--- config.mk ---
export PLATFORM = sky130hd
export DESIGN_NAME = json_string_escaper_flat
export DESIGN_NICKNAME = d
export VERILOG_FILES = /design/src/hdl/jse_pkg.sv /design/src/hdl/jse_if.sv /design/src/hdl/jse_front.sv /design/src/hdl/jse_queue.sv /design/src/hdl/jse_back.sv /design/src/hdl/json_string_escaper.sv /design/src/flat_wrapper.sv
export SDC_FILE = /design/constraint.sdc
export NUM_CORES = 1
export LEC_CHECK = 0
export BUFFER_PORTS_ARGS = -buffer_cell sky130_fd_sc_hd__buf_2
export CORE_MARGIN = 8
export CORE_UTILIZATION = 48
export DETAILED_ROUTE_END_ITERATION = 6
export PLACE_DENSITY = 0.7
export RECOVER_POWER = 100
export SKIP_LAST_GASP = 1
export SYNTH_ARGS = -nofsm -noshare
export SYNTH_HDL_FRONTEND = slang
export SYNTH_SLANG_ARGS = --single-unit
--- constraint.sdc ---
create_clock -name clk -period 2.75 [get_ports clk]
set_clock_uncertainty 0.05 [all_clocks]
set_input_delay 0.55 -clock clk [delete_from_list [all_inputs] [get_ports clk]]
set_output_delay 0.55 -clock clk [all_outputs]
set_load 0.05 [all_outputs]
--- src/hdl/jse_pkg.sv ---
// shared types and constants of the json string escaper
package jse_pkg;

  // input command codes
  localparam logic CMD_BYTE = 1'b0;
  localparam logic CMD_END  = 1'b1;

  // kind of body that the back end emits after the optional opening quote
  typedef logic [1:0] kind_t;
  localparam kind_t KIND_PLAIN = 2'd0;  // the byte itself
  localparam kind_t KIND_ESC   = 2'd1;  // backslash then ch
  localparam kind_t KIND_UNI   = 2'd2;  // backslash u 0 0 then two hex digits of ch
  localparam kind_t KIND_CLOSE = 2'd3;  // closing quote

  // ascii codes
  localparam logic [7:0] CH_QUOTE = 8'h22;
  localparam logic [7:0] CH_BSL   = 8'h5c;
  localparam logic [7:0] CH_LF    = 8'h0a;
  localparam logic [7:0] CH_CR    = 8'h0d;
  localparam logic [7:0] CH_TAB   = 8'h09;
  localparam logic [7:0] CH_N     = 8'h6e;
  localparam logic [7:0] CH_R     = 8'h72;
  localparam logic [7:0] CH_T     = 8'h74;
  localparam logic [7:0] CH_U     = 8'h75;
  localparam logic [7:0] CH_ZERO  = 8'h30;
  localparam logic [7:0] CTRL_LIMIT = 8'h20;

  // longest output run of one item: opening quote plus a unicode escape
  localparam int unsigned MAX_RUN = 7;
  typedef logic [$clog2(MAX_RUN)-1:0] step_t;

  // work descriptor passed from front to back
  typedef struct packed {
    logic       open;   // emit an opening quote first
    kind_t      kind;
    logic [7:0] ch;
  } desc_t;

endpackage

--- src/hdl/jse_if.sv ---
// handshake channel interfaces of the json string escaper

interface jse_in_if;
  logic       valid;
  logic       ready;
  logic       cmd;
  logic [7:0] data_byte;

  modport source (output valid, output cmd, output data_byte, input ready);
  modport sink (input valid, input cmd, input data_byte, output ready);
endinterface

interface jse_out_if;
  logic       valid;
  logic       ready;
  logic [7:0] out_byte;
  logic       run_last;
  logic       string_close;

  modport source (output valid, output out_byte, output run_last, output string_close,
                  input ready);
  modport sink (input valid, input out_byte, input run_last, input string_close,
                output ready);
endinterface

--- src/hdl/jse_front.sv ---
// front end: takes input transfers, tracks the open string and classifies bytes
module jse_front (
  input  logic          clk,
  input  logic          rst_n,
  jse_in_if.sink        in_ch,
  input  logic          q_full,
  output logic          push,
  output jse_pkg::desc_t push_desc
);
  import jse_pkg::*;

  logic inside_r;
  logic inside_nxt;

  assign in_ch.ready = !q_full;
  assign push        = in_ch.valid && !q_full;

  always_comb begin
    push_desc.open = !inside_r;
    push_desc.kind = KIND_PLAIN;
    push_desc.ch   = in_ch.data_byte;
    if (in_ch.cmd == CMD_END) begin
      push_desc.kind = KIND_CLOSE;
    end else begin
      case (in_ch.data_byte)
        CH_QUOTE: begin
          push_desc.kind = KIND_ESC;
          push_desc.ch   = CH_QUOTE;
        end
        CH_BSL: begin
          push_desc.kind = KIND_ESC;
          push_desc.ch   = CH_BSL;
        end
        CH_LF: begin
          push_desc.kind = KIND_ESC;
          push_desc.ch   = CH_N;
        end
        CH_CR: begin
          push_desc.kind = KIND_ESC;
          push_desc.ch   = CH_R;
        end
        CH_TAB: begin
          push_desc.kind = KIND_ESC;
          push_desc.ch   = CH_T;
        end
        default: begin
          if (in_ch.data_byte < CTRL_LIMIT) begin
            push_desc.kind = KIND_UNI;
          end
        end
      endcase
    end
  end

  assign inside_nxt = push ? (in_ch.cmd == CMD_BYTE) : inside_r;

  always_ff @(posedge clk) begin
    if (!rst_n) begin
      inside_r <= 1'b0;
    end else begin
      inside_r <= inside_nxt;
    end
  end

endmodule

--- src/hdl/jse_queue.sv ---
// short descriptor queue between front and back
module jse_queue #(
  parameter int unsigned DEPTH = 2
) (
  input  logic           clk,
  input  logic           rst_n,
  input  logic           push,
  input  jse_pkg::desc_t push_desc,
  input  logic           pop,
  output logic           full,
  output logic           head_valid,
  output jse_pkg::desc_t head_desc
);
  import jse_pkg::*;

  localparam int unsigned PW = (DEPTH > 1) ? $clog2(DEPTH) : 1;
  localparam int unsigned CW = $clog2(DEPTH + 1);
  localparam logic [PW-1:0] LAST_PTR = PW'(DEPTH - 1);
  localparam logic [CW-1:0] FULL_CNT = CW'(DEPTH);

  desc_t         mem_r [DEPTH];
  logic [PW-1:0] wr_ptr_r, wr_ptr_nxt;
  logic [PW-1:0] rd_ptr_r, rd_ptr_nxt;
  logic [CW-1:0] cnt_r, cnt_nxt;
  logic          do_push, do_pop;

  assign full       = (cnt_r == FULL_CNT);
  assign head_valid = (cnt_r != '0);
  assign head_desc  = mem_r[rd_ptr_r];
  assign do_push    = push && !full;
  assign do_pop     = pop && head_valid;

  always_comb begin
    wr_ptr_nxt = wr_ptr_r;
    rd_ptr_nxt = rd_ptr_r;
    cnt_nxt    = cnt_r;
    if (do_push) begin
      wr_ptr_nxt = (wr_ptr_r == LAST_PTR) ? '0 : wr_ptr_r + PW'(1);
    end
    if (do_pop) begin
      rd_ptr_nxt = (rd_ptr_r == LAST_PTR) ? '0 : rd_ptr_r + PW'(1);
    end
    case ({do_push, do_pop})
      2'b10:   cnt_nxt = cnt_r + CW'(1);
      2'b01:   cnt_nxt = cnt_r - CW'(1);
      default: cnt_nxt = cnt_r;
    endcase
  end

  always_ff @(posedge clk) begin
    if (!rst_n) begin
      wr_ptr_r <= '0;
      rd_ptr_r <= '0;
      cnt_r    <= '0;
    end else begin
      wr_ptr_r <= wr_ptr_nxt;
      rd_ptr_r <= rd_ptr_nxt;
      cnt_r    <= cnt_nxt;
    end
  end

  always_ff @(posedge clk) begin
    if (do_push) begin
      mem_r[wr_ptr_r] <= push_desc;
    end
  end

endmodule

--- src/hdl/jse_back.sv ---
// back end: emits each descriptor's bytes, one per cycle while out_ch is ready
module jse_back (
  input  logic           clk,
  input  logic           rst_n,
  input  logic           head_valid,
  input  jse_pkg::desc_t head_desc,
  output logic           pop,
  jse_out_if.source      out_ch
);
  import jse_pkg::*;

  step_t      step_r, step_nxt;
  logic       out_valid_r, out_valid_nxt;
  logic [7:0] out_byte_r;
  logic       run_last_r;
  logic       close_r;

  logic       load;
  step_t      body_len;
  step_t      total;
  step_t      j;
  logic       is_last;
  logic [7:0] cur_byte;
  logic       cur_close;

  function automatic logic [7:0] hex_digit(input logic [3:0] nib);
    logic [7:0] r;
    if (nib < 4'd10) begin
      r = {4'h3, nib};
    end else begin
      r = 8'h57 + {4'h0, nib};
    end
    return r;
  endfunction

  assign load = head_valid && (!out_valid_r || out_ch.ready);

  always_comb begin
    case (head_desc.kind)
      KIND_ESC: body_len = step_t'(2);
      KIND_UNI: body_len = step_t'(6);
      default:  body_len = step_t'(1);
    endcase
    total   = body_len + step_t'(head_desc.open);
    is_last = (step_r == total - step_t'(1));
    j       = step_r - step_t'(head_desc.open);

    cur_close = 1'b0;
    if (head_desc.open && step_r == '0) begin
      cur_byte = CH_QUOTE;
    end else begin
      case (head_desc.kind)
        KIND_ESC: begin
          cur_byte = (j == '0) ? CH_BSL : head_desc.ch;
        end
        KIND_UNI: begin
          case (j)
            step_t'(0): cur_byte = CH_BSL;
            step_t'(1): cur_byte = CH_U;
            step_t'(4): cur_byte = hex_digit(head_desc.ch[7:4]);
            step_t'(5): cur_byte = hex_digit(head_desc.ch[3:0]);
            default:    cur_byte = CH_ZERO;
          endcase
        end
        KIND_CLOSE: begin
          cur_byte  = CH_QUOTE;
          cur_close = 1'b1;
        end
        default: begin
          cur_byte = head_desc.ch;
        end
      endcase
    end

    pop           = load && is_last;
    step_nxt      = step_r;
    out_valid_nxt = out_valid_r;
    if (load) begin
      step_nxt      = is_last ? '0 : step_r + step_t'(1);
      out_valid_nxt = 1'b1;
    end else if (out_ch.ready) begin
      out_valid_nxt = 1'b0;
    end
  end

  always_ff @(posedge clk) begin
    if (!rst_n) begin
      step_r      <= '0;
      out_valid_r <= 1'b0;
    end else begin
      step_r      <= step_nxt;
      out_valid_r <= out_valid_nxt;
    end
  end

  always_ff @(posedge clk) begin
    if (load) begin
      out_byte_r <= cur_byte;
      run_last_r <= is_last;
      close_r    <= cur_close;
    end
  end

  assign out_ch.valid        = out_valid_r;
  assign out_ch.out_byte     = out_byte_r;
  assign out_ch.run_last     = run_last_r;
  assign out_ch.string_close = close_r;

  // the step count never runs past the longest run
  a_step_range: assert property (@(posedge clk) disable iff (!rst_n)
    step_r < step_t'(MAX_RUN))
    else $error("back end step count out of range");

  // a run in progress keeps its descriptor at the queue head
  a_mid_run_head: assert property (@(posedge clk) disable iff (!rst_n)
    (step_r != '0) |-> head_valid)
    else $error("descriptor vanished in the middle of a run");

  // the closing quote always ends the run of its item
  a_close_last: assert property (@(posedge clk) disable iff (!rst_n)
    (out_valid_r && close_r) |-> run_last_r)
    else $error("closing quote not marked as last of run");

  // a descriptor leaves the queue only on the last byte of its run
  a_pop_last: assert property (@(posedge clk) disable iff (!rst_n)
    pop |=> (step_r == '0) && run_last_r)
    else $error("descriptor popped before its run ended");

endmodule

--- src/hdl/json_string_escaper.sv ---
// top level of the json string escaper
// Turns a stream of raw bytes into quoted JSON string literals. Each input
// transfer carries either a string byte (cmd 0) or an end of string (cmd 1);
// each output transfer carries one byte of escaped text, with run_last on the
// last byte an input item causes and string_close on a closing quote. The
// first byte of a string gets an opening quote in front; an end of string with
// no string open gives an empty pair of quotes. Rate: plain text inside a
// string streams at one byte per cycle while the consumer is ready; the
// back-end sequencer emits one output byte per cycle while the consumer is
// ready. An item has one output byte for a plain byte or a closing quote, two
// for a short escape, six for a unicode escape, plus one for an opening quote
// (at most seven). The front end keeps taking items into a small descriptor
// queue (QUEUE_DEPTH entries) while the back end works, and the output
// register decouples the consumer. An input item passes through the descriptor
// queue and then the output register before its first output byte appears.
module json_string_escaper #(
  parameter int unsigned QUEUE_DEPTH = 2
) (
  input  logic      clk,
  input  logic      rst_n,
  jse_in_if.sink    in_ch,
  jse_out_if.source out_ch
);
  import jse_pkg::*;

  // front to queue
  logic  push;
  desc_t push_desc;
  logic  q_full;

  // queue to back
  logic  pop;
  logic  head_valid;
  desc_t head_desc;

  // classification and open-string tracking; ready only depends on queue fill
  jse_front u_front (
    .clk       (clk),
    .rst_n     (rst_n),
    .in_ch     (in_ch),
    .q_full    (q_full),
    .push      (push),
    .push_desc (push_desc)
  );

  // descriptor queue, lets the front run ahead while escapes are expanded
  jse_queue #(
    .DEPTH (QUEUE_DEPTH)
  ) u_queue (
    .clk        (clk),
    .rst_n      (rst_n),
    .push       (push),
    .push_desc  (push_desc),
    .pop        (pop),
    .full       (q_full),
    .head_valid (head_valid),
    .head_desc  (head_desc)
  );

  // expansion sequencer and output register
  jse_back u_back (
    .clk        (clk),
    .rst_n      (rst_n),
    .head_valid (head_valid),
    .head_desc  (head_desc),
    .pop        (pop),
    .out_ch     (out_ch)
  );

endmodule
--- src/flat_wrapper.sv ---
// flat-port wrapper written by rule: the top's interface ports become plain ports
module json_string_escaper_flat import jse_pkg::*;
#(
  parameter int unsigned QUEUE_DEPTH = 2
)
  (clk, rst_n, in_ch_valid, in_ch_cmd, in_ch_data_byte, in_ch_ready, out_ch_valid, out_ch_out_byte, out_ch_run_last, out_ch_string_close, out_ch_ready);
  jse_in_if in_ch_i ();
  jse_out_if out_ch_i ();
  input  logic clk;
  input  logic rst_n;
  input wire logic [$bits(in_ch_i.valid)-1:0] in_ch_valid;
  input wire logic [$bits(in_ch_i.cmd)-1:0] in_ch_cmd;
  input wire logic [$bits(in_ch_i.data_byte)-1:0] in_ch_data_byte;
  output wire logic [$bits(in_ch_i.ready)-1:0] in_ch_ready;
  output wire logic [$bits(out_ch_i.valid)-1:0] out_ch_valid;
  output wire logic [$bits(out_ch_i.out_byte)-1:0] out_ch_out_byte;
  output wire logic [$bits(out_ch_i.run_last)-1:0] out_ch_run_last;
  output wire logic [$bits(out_ch_i.string_close)-1:0] out_ch_string_close;
  input wire logic [$bits(out_ch_i.ready)-1:0] out_ch_ready;
  assign in_ch_i.valid = in_ch_valid;
  assign in_ch_i.cmd = in_ch_cmd;
  assign in_ch_i.data_byte = in_ch_data_byte;
  assign in_ch_ready = in_ch_i.ready;
  assign out_ch_valid = out_ch_i.valid;
  assign out_ch_out_byte = out_ch_i.out_byte;
  assign out_ch_run_last = out_ch_i.run_last;
  assign out_ch_string_close = out_ch_i.string_close;
  assign out_ch_i.ready = out_ch_ready;
  json_string_escaper #(.QUEUE_DEPTH(QUEUE_DEPTH)) u_core (.clk(clk), .rst_n(rst_n), .in_ch(in_ch_i), .out_ch(out_ch_i));
endmodule
==> flow_metrics.tcl, run 1 <==
set metrics [dict create \
    largest_net_degree_at_the_start_of_global_routing 17 \
    synth-warning-count 0 \
    finalCoreUtilization 0.555 \
    clkSinkCount 42 \
    maxCapViolations 0 \
    cts-root-buf "sky130_fd_sc_hd__clkbuf_8" \
    worst-slew-pin-transition_ns 0.654 \
    crit_path_end_kind "register" \
    post_syn_instances 229 \
    setup_viol 0 \
    synth.most_common_cell "sky130_fd_sc_hd__edfxtp_1" \
    finalSetupTns_ns 0 \
    netlist_top_cells_area "sky130_fd_sc_hd__edfxtp_1 (40%), sky130_fd_sc_hd__dfxtp_1 (8.3%), sky130_fd_sc_hd__ha_1 (6.2%), sky130_fd_sc_hd__a21oi_1 (3.7%), sky130_fd_sc_hd__nor2_1 (3.1%)" \
    synthesis.nets 254 \
    dpl.cell_count 324 \
    cp_cell_sequence "mux2i_4, ha_1, ha_1, xor2_1, nor3_2, nand2_1, inv_2, ha_4, or3_1, a21boi_1" \
    hpwl_mm 3.47 \
    first_pass_grt_wire_length_mm 7.69 \
    synth-edff-count 32 \
    post_drt_via_cell_ratio 5.31 \
    postSynthAreaPerCell_um2 10.6 \
    port_buffers 24 \
    design_area_um2 2760 \
    power.clock.fraction 0.151 \
    floorplan.die.height_um 87.0 \
    diodes 0 \
    fmax_mhz 376 \
    grt_antenna_before_repair 0 \
    ys.flop_type "sky130_fd_sc_hd__edfxtp_1" \
    synthDominantCellAreaShare 0.397 \
    maxSlewViolCount 0 \
    critical_path_class "reg -> reg" \
    fp.dieArea_um2 7570 \
    power_frac_seq 0.319 \
    cts.hold.buffers_added 0 \
    clkSlewWorstSetupHoldPaths_ns 0.08 \
    final_antenna_net_count 0 \
    ys_ff_latch 42 \
    cp_common_cell "sky130_fd_sc_hd__ha_1" \
    syn_area_um2 2420 \
    placeableCoreArea_um2 4980 \
    cp_slowest_cell "sky130_fd_sc_hd__dfxtp_2" \
    swShare 0.436 \
    netSwitchingPower_mw 1.39 \
    worstHoldPathType "reg -> reg" \
    finalCriticalPeriod_ns 2.66 \
    max_slew_margin 0.564 \
    timing.critical_path.fanout_max 4 \
    post_synthesis_cell_type_with_the_largest_combined_area "sky130_fd_sc_hd__edfxtp_1" \
    post-route-drc-count 0 \
    critPathRequiredTime_ns 2.93 \
    total_nets_final 286 \
    netlist_top_cells_count "sky130_fd_sc_hd__edfxtp_1 (32), sky130_fd_sc_hd__nor2_1 (20), sky130_fd_sc_hd__a21oi_1 (18)" \
    worst_slack_on_hold_paths_ns 0.427 \
    clk_latency_ns 0.29 \
    place_area_um2 2680 \
    finalWeightedCongestion 0.849 \
    worst_ep_arrival_time_ns 2.84 \
    width_of_the_chip_um 87.0 \
    combPwrFrac 0.530 \
    cts_htree_levels 2 \
    grt_setup_unrepaired "yes" \
    per_cell_routed_wire_length_um 13.7 \
    status "completed" \
    yosysUniqueCellTypes 51 \
    floorplan.rows 26 \
    groute.usage.overall 0.127 \
    pin_count 25 \
    cts_buffers 5 \
    hold_viol_final 0 \
    synth-async-reset-ratio 0 \
    power_density_nw_per_um2 1160 \
    number_of_global_route_vias_before_repair 1669 \
    firstDrtPassIters 4 \
    start_util 0.486 \
    clk_path_buf_depth 2 \
    grt_overflow 0 \
    finish.cell_count_without_fillers 332 \
    post_synthesis_sequential_area_ratio 0.480 \
    critical-path-max-stage-delay_ns 0.43 \
    detailedRoute.firstIterationViolations 92 \
    critical_path.startpoint_type "register" \
    internal_power_mw 1.80 \
    leakage_nw 0.997 \
    num_vias 1762 \
    ir_drop_worst_case_vdd_uv 435 \
    tritoncts "built" \
    areaGrowthSynthToFinish_pct 14.2 \
    period_share 0.966 \
    wirelength_mm 4.53 \
    drive_above_1_share 0.153 \
]
metrics by stage:
| step | setup slack (ns) | power (mW) |
|---|---|---|
| after detailed placement | -0.0838 | 2.74 |
| after global routing | -0.0728 | 3.41 |
| after global placement | 0.0234 | 2.71 |
| final | 0.0925 | 3.20 |
| after floorplan | 0.0129 | 2.39 |
| after CTS | 0.0159 | 3.23 |
repair_timing:
item / 4_1_cts / 5_1_grt
pin swaps: 0 / 0
resized for setup: 1 / 2
endpoints found under the setup margin: 1 / 2
setup buffers: 0 / 0
worst max-delay path: cells and delay by family, from the launching register on:
| family | cells | cell delay [ns] |
|---|---|---|
| adder cells (fa/ha/maj) | 3 | 0.76 |
| AND/OR/NAND/NOR | 3 | 0.71 |
| flip-flops | 1 | 0.43 |
| multiplexers | 1 | 0.28 |
| XOR/XNOR | 1 | 0.15 |
| AO/OA/AOI/OAI | 1 | 0.13 |
| buffers and inverters | 1 | 0.09 |
final timing paths:
kind | cells after the start | startpoint | end | slack, ns
max reg2reg | 10 | register | u_core.u_queue.cnt_r[1] | 0.09
min reg2reg | 1 | u_core.u_front.inside_r | u_core.u_queue.mem_r[0][10] | 0.43
max | 10 | register | u_core.u_queue.cnt_r[1] | 0.09
min | 1 | u_core.u_front.inside_r | u_core.u_queue.mem_r[0][10] | 0.43
routing by layer:
layer / track usage / up-vias / wire length [um]
li1: - / 896 / -
met2: 0.207 / 55 / 2050
met1: 0.157 / 803 / 2130
met3: 0.0330 / 8 / 276
met4: 0.0454 / 0 / 75
met5: 0 / - / 0
area by class of cell:
cell class	count	area (um2)
Clock buffer	6	72.6
Clock inverter	2	36.3
Fill cell	438	2220
Inverter	10	37.5
Multi-Input combinational cell	170	1210
Sequential cell	42	1160
Tap cell	70	87.6
Timing Repair Buffer	32	156
placed cells by master, fill, tap and decap left out, types with 4 or more instances in the layout:
cell type and instances:
sky130_fd_sc_hd__edfxtp_1 32, sky130_fd_sc_hd__mux2i_1 4, sky130_fd_sc_hd__clkbuf_1 16, sky130_fd_sc_hd__dfxtp_1 9, sky130_fd_sc_hd__nand2b_1 6, sky130_fd_sc_hd__xor2_1 4
sky130_fd_sc_hd__or3_1 5, sky130_fd_sc_hd__o21ai_0 10, sky130_fd_sc_hd__nor2b_1 6, sky130_fd_sc_hd__inv_1 9, sky130_fd_sc_hd__xnor2_1 7, sky130_fd_sc_hd__and2_0 5
sky130_fd_sc_hd__ha_1 11, sky130_fd_sc_hd__clkbuf_8 5, sky130_fd_sc_hd__nor2_1 20, sky130_fd_sc_hd__nand2_1 14, sky130_fd_sc_hd__a21oi_1 18, sky130_fd_sc_hd__buf_4 6
sky130_fd_sc_hd__nor3_1 8, sky130_fd_sc_hd__nand3b_1 4, sky130_fd_sc_hd__buf_2 11
sequential cells by signal, summed over array words and instances (netlist names), named ones only:
name and count:
u_core.u_queue.mem_r 22, u_core.u_back.out_ch.out_byte 8, u_core.u_back.step_r 3, u_core.u_queue.cnt_r 2, u_core.u_back.out_ch.run_last 1, u_core.u_back.out_ch.string_close 1, u_core.u_back.out_ch.valid 1, u_core.u_front.inside_r 1
u_core.u_queue.rd_ptr_r 1, u_core.u_queue.wr_ptr_r 1
power by group through the flow:
stage / Clock, mW / Combinational (mW) / Sequential [mW]
floorplan: 0 / 1.09 / 1.30
global placement: 0 / 1.69 / 1.02
detailed placement: 0 / 1.71 / 1.03
CTS: 0.496 / 1.72 / 1.02
global route: 0.520 / 1.85 / 1.04
finish: 0.483 / 1.69 / 1.02
cell families after synthesis:
group | after synthesis | synth area share
flip-flops | 42 | 0.480
adder cells (fa/ha/maj) | 12 | 0.0621
buffers and inverters | 17 | 0.0357
XOR/XNOR | 11 | 0.0398
AO/OA/AOI/OAI | 54 | 0.147
multiplexers | 10 | 0.0517
AND/OR/NAND/NOR | 83 | 0.184
(Power assumes the default switching activity.)
==> run 2: changes to the inputs <==
- CELL_PAD_IN_SITES_DETAIL_PLACEMENT: default -> 1
- CELL_PAD_IN_SITES_GLOBAL_PLACEMENT: default -> 2
- CORE_UTILIZATION: 48 -> 34
- PLACE_DENSITY: 0.7 -> default
- PLACE_DENSITY_LB_ADDON: default -> 0.1
==> flow_metrics.tcl, run 2 (synthesis results as in run 1) <==
set metrics [dict create \
    critical_path_class "reg -> reg" \
    grt_setup_unrepaired "no" \
    endpoint "u_core.u_back.out_ch.out_byte[0]" \
    width_of_the_chip_um 100 \
    total_nets_final 290 \
    period_share 0.953 \
    post_drt_via_cell_ratio 4.90 \
    fp.dieArea_um2 10100 \
    max_slew_margin 0.556 \
    largest_register "u_core.u_queue.mem_r" \
    wirelength_mm 5.49 \
    grt_overflow 0 \
    crit_cells 8 \
    cp_cell_sequence "mux2_4, ha_1, ha_1, xnor2_1, buf_4, or3b_2, o21a_1, o32ai_1" \
    fmax_mhz 382 \
    layout.cells.most_common_list "sky130_fd_sc_hd__edfxtp_1 (32), sky130_fd_sc_hd__nor2_1 (19), sky130_fd_sc_hd__a21oi_1 (18), sky130_fd_sc_hd__clkbuf_1 (15), sky130_fd_sc_hd__nand2_1 (14)" \
    worst_setup_slack_post_dpl_ns -0.217 \
    drive_above_1_share 0.173 \
    maxCapViolations 0 \
    timing.critical_path.fanout_max 10 \
    top_delay_family_on_crit_path "simple AND/OR/NAND/NOR gates" \
    power_density_nw_per_um2 1140 \
    largest_reg_flops 22 \
    worst_r2r_path_depth 8 \
    start_util 0.354 \
    cts_htree_levels 2 \
    clk_path_buf_depth 2 \
    cts_buffers 5 \
    diodes 0 \
    power.clock.fraction 0.117 \
    internal_power_mw 1.76 \
    cp_common_cell "sky130_fd_sc_hd__ha_1" \
    finalSetupTns_ns 0 \
    post-route-drc-count 0 \
    largest_net_degree_at_the_start_of_global_routing 17 \
    critical_path.startpoint_type "register" \
    worstHoldPathType "reg -> reg" \
    critPathRequiredTime_ns 2.79 \
    cp_slowest_cell "sky130_fd_sc_hd__or3b_2" \
    cts-root-buf "sky130_fd_sc_hd__clkbuf_8" \
    placeableCoreArea_um2 6830 \
    cts.hold.buffers_added 0 \
    grt_antenna_before_repair 0 \
    tritoncts "built" \
    areaGrowthSynthToFinish_pct 16.2 \
    finalWeightedCongestion 0.811 \
    setup_viol 0 \
    critical_path_buf_inv_count 1 \
    groute.usage.overall 0.111 \
    netSwitchingPower_mw 1.44 \
    first_pass_grt_wire_length_mm 8.85 \
    per_cell_routed_wire_length_um 15.2 \
    worst_ep_arrival_time_ns 2.66 \
    leakage_nw 1.01 \
    detailedRoute.firstIterationViolations 57 \
    number_of_global_route_vias_before_repair 1835 \
    status "completed" \
    fin_ws_ns 0.129 \
    critical-path-max-stage-delay_ns 0.50 \
    clkSinkCount 42 \
    worst-slew-pin-transition_ns 0.662 \
    final_antenna_net_count 0 \
    floorplan.die.height_um 100 \
    maxSlewViolCount 0 \
    finalCriticalPeriod_ns 2.62 \
    clk_latency_ns 0.29 \
    crit-reg2reg-capture "u_core.u_back.out_ch.out_byte[0]" \
    pin_count 25 \
    clkSlewWorstSetupHoldPaths_ns 0.08 \
    firstDrtPassIters 4 \
    worst-r2r-setup-slack_ns 0.13 \
    hold_viol_final 0 \
    swShare 0.450 \
    port_buffers 24 \
    layout.cells.most_common "sky130_fd_sc_hd__edfxtp_1" \
    floorplan.rows 30 \
    num_vias 1775 \
    crit_path_end_kind "register" \
    power_frac_seq 0.321 \
    hpwl_mm 4.39 \
    combPwrFrac 0.562 \
    ir_drop_worst_case_vdd_uv 446 \
]
==> run 2: cell count changes in the layout (fill, tap and decap cells not counted), sizes merged <==
cell,delta
buf,+5
clkinv,+2
bufinv,-1
clkbuf,-1
inv,-1
==> run 2: power groups by stage <==
| stage | Clock, mW | Sequential [mW] | Combinational [mW] |
|---|---|---|---|
| 3_3_place_gp | 0 | 1.03 | 1.78 |
| 2_1_floorplan | 0 | 1.30 | 1.09 |
| 5_1_grt | 0.406 | 1.05 | 1.97 |
| 3_5_place_dp | 0 | 1.04 | 1.79 |
| 6_report | 0.373 | 1.03 | 1.79 |
| 4_1_cts | 0.390 | 1.03 | 1.81 |
==> run 2: timing repair <==
item,CTS,global route
setup endpoints to repair,3,4
buffers inserted,0,2
resized for setup,3,3
==> run 2: area by class of cell <==
class / count / area, um2
inverter: 10 / 37.5
sequential: 42 / 1160
clock inverter: 2 / 8.76
clock buffer: 6 / 72.6
fill: 811 / 4020
multi-input combinational: 170 / 1220
tap: 96 / 120
timing repair buffer: 36 / 190
==> run 2: layer usage <==
metal	track usage	share of wire	vias to the layer above
li1	-	-	905
met1	0.131	0.47	839
met2	0.190	0.49	23
met3	0.0221	0.019	8
met4	0.0500	0.021	0
met5	0	0	-
==> run 2: worst min path at each step <==
stage                                              to                     from  slack [ns]  depth (start not counted)
final                     u_core.u_queue.mem_r[1][10]  u_core.u_front.inside_r        0.43                          1
after global placement    u_core.u_queue.mem_r[0][10]  u_core.u_front.inside_r        0.41                          1
after detailed placement  u_core.u_queue.mem_r[0][10]  u_core.u_front.inside_r        0.42                          1
after floorplan           u_core.u_queue.mem_r[0][10]  u_core.u_front.inside_r        0.39                          1
after global routing      u_core.u_queue.mem_r[1][10]  u_core.u_front.inside_r        0.45                          1
after CTS                 u_core.u_queue.mem_r[1][10]  u_core.u_front.inside_r        0.43                          1
==> run 2: worst reg2reg max path, cell delays in order (launching register included) <==
cell	delay, ns
sky130_fd_sc_hd__dfxtp_4	0.41
sky130_fd_sc_hd__mux2_4	0.33
sky130_fd_sc_hd__ha_1	0.20
sky130_fd_sc_hd__ha_1	0.20
sky130_fd_sc_hd__xnor2_1	0.12
sky130_fd_sc_hd__buf_4	0.17
sky130_fd_sc_hd__or3b_2	0.50
sky130_fd_sc_hd__o21a_1	0.19
sky130_fd_sc_hd__o32ai_1	0.26
==> run 2: stage by stage <==
stage	utilization	cells	power, mW	hold WS, ns	area, um2
2_1_floorplan	-	229	2.39	0.393	2460
3_3_place_gp	0.399	352	2.81	0.412	2720
3_5_place_dp	0.399	352	2.82	0.418	2720
4_1_cts	0.412	360	3.22	0.431	2810
5_1_grt	0.412	362	3.43	0.451	2810
6_report	0.412	362	3.19	0.429	2810
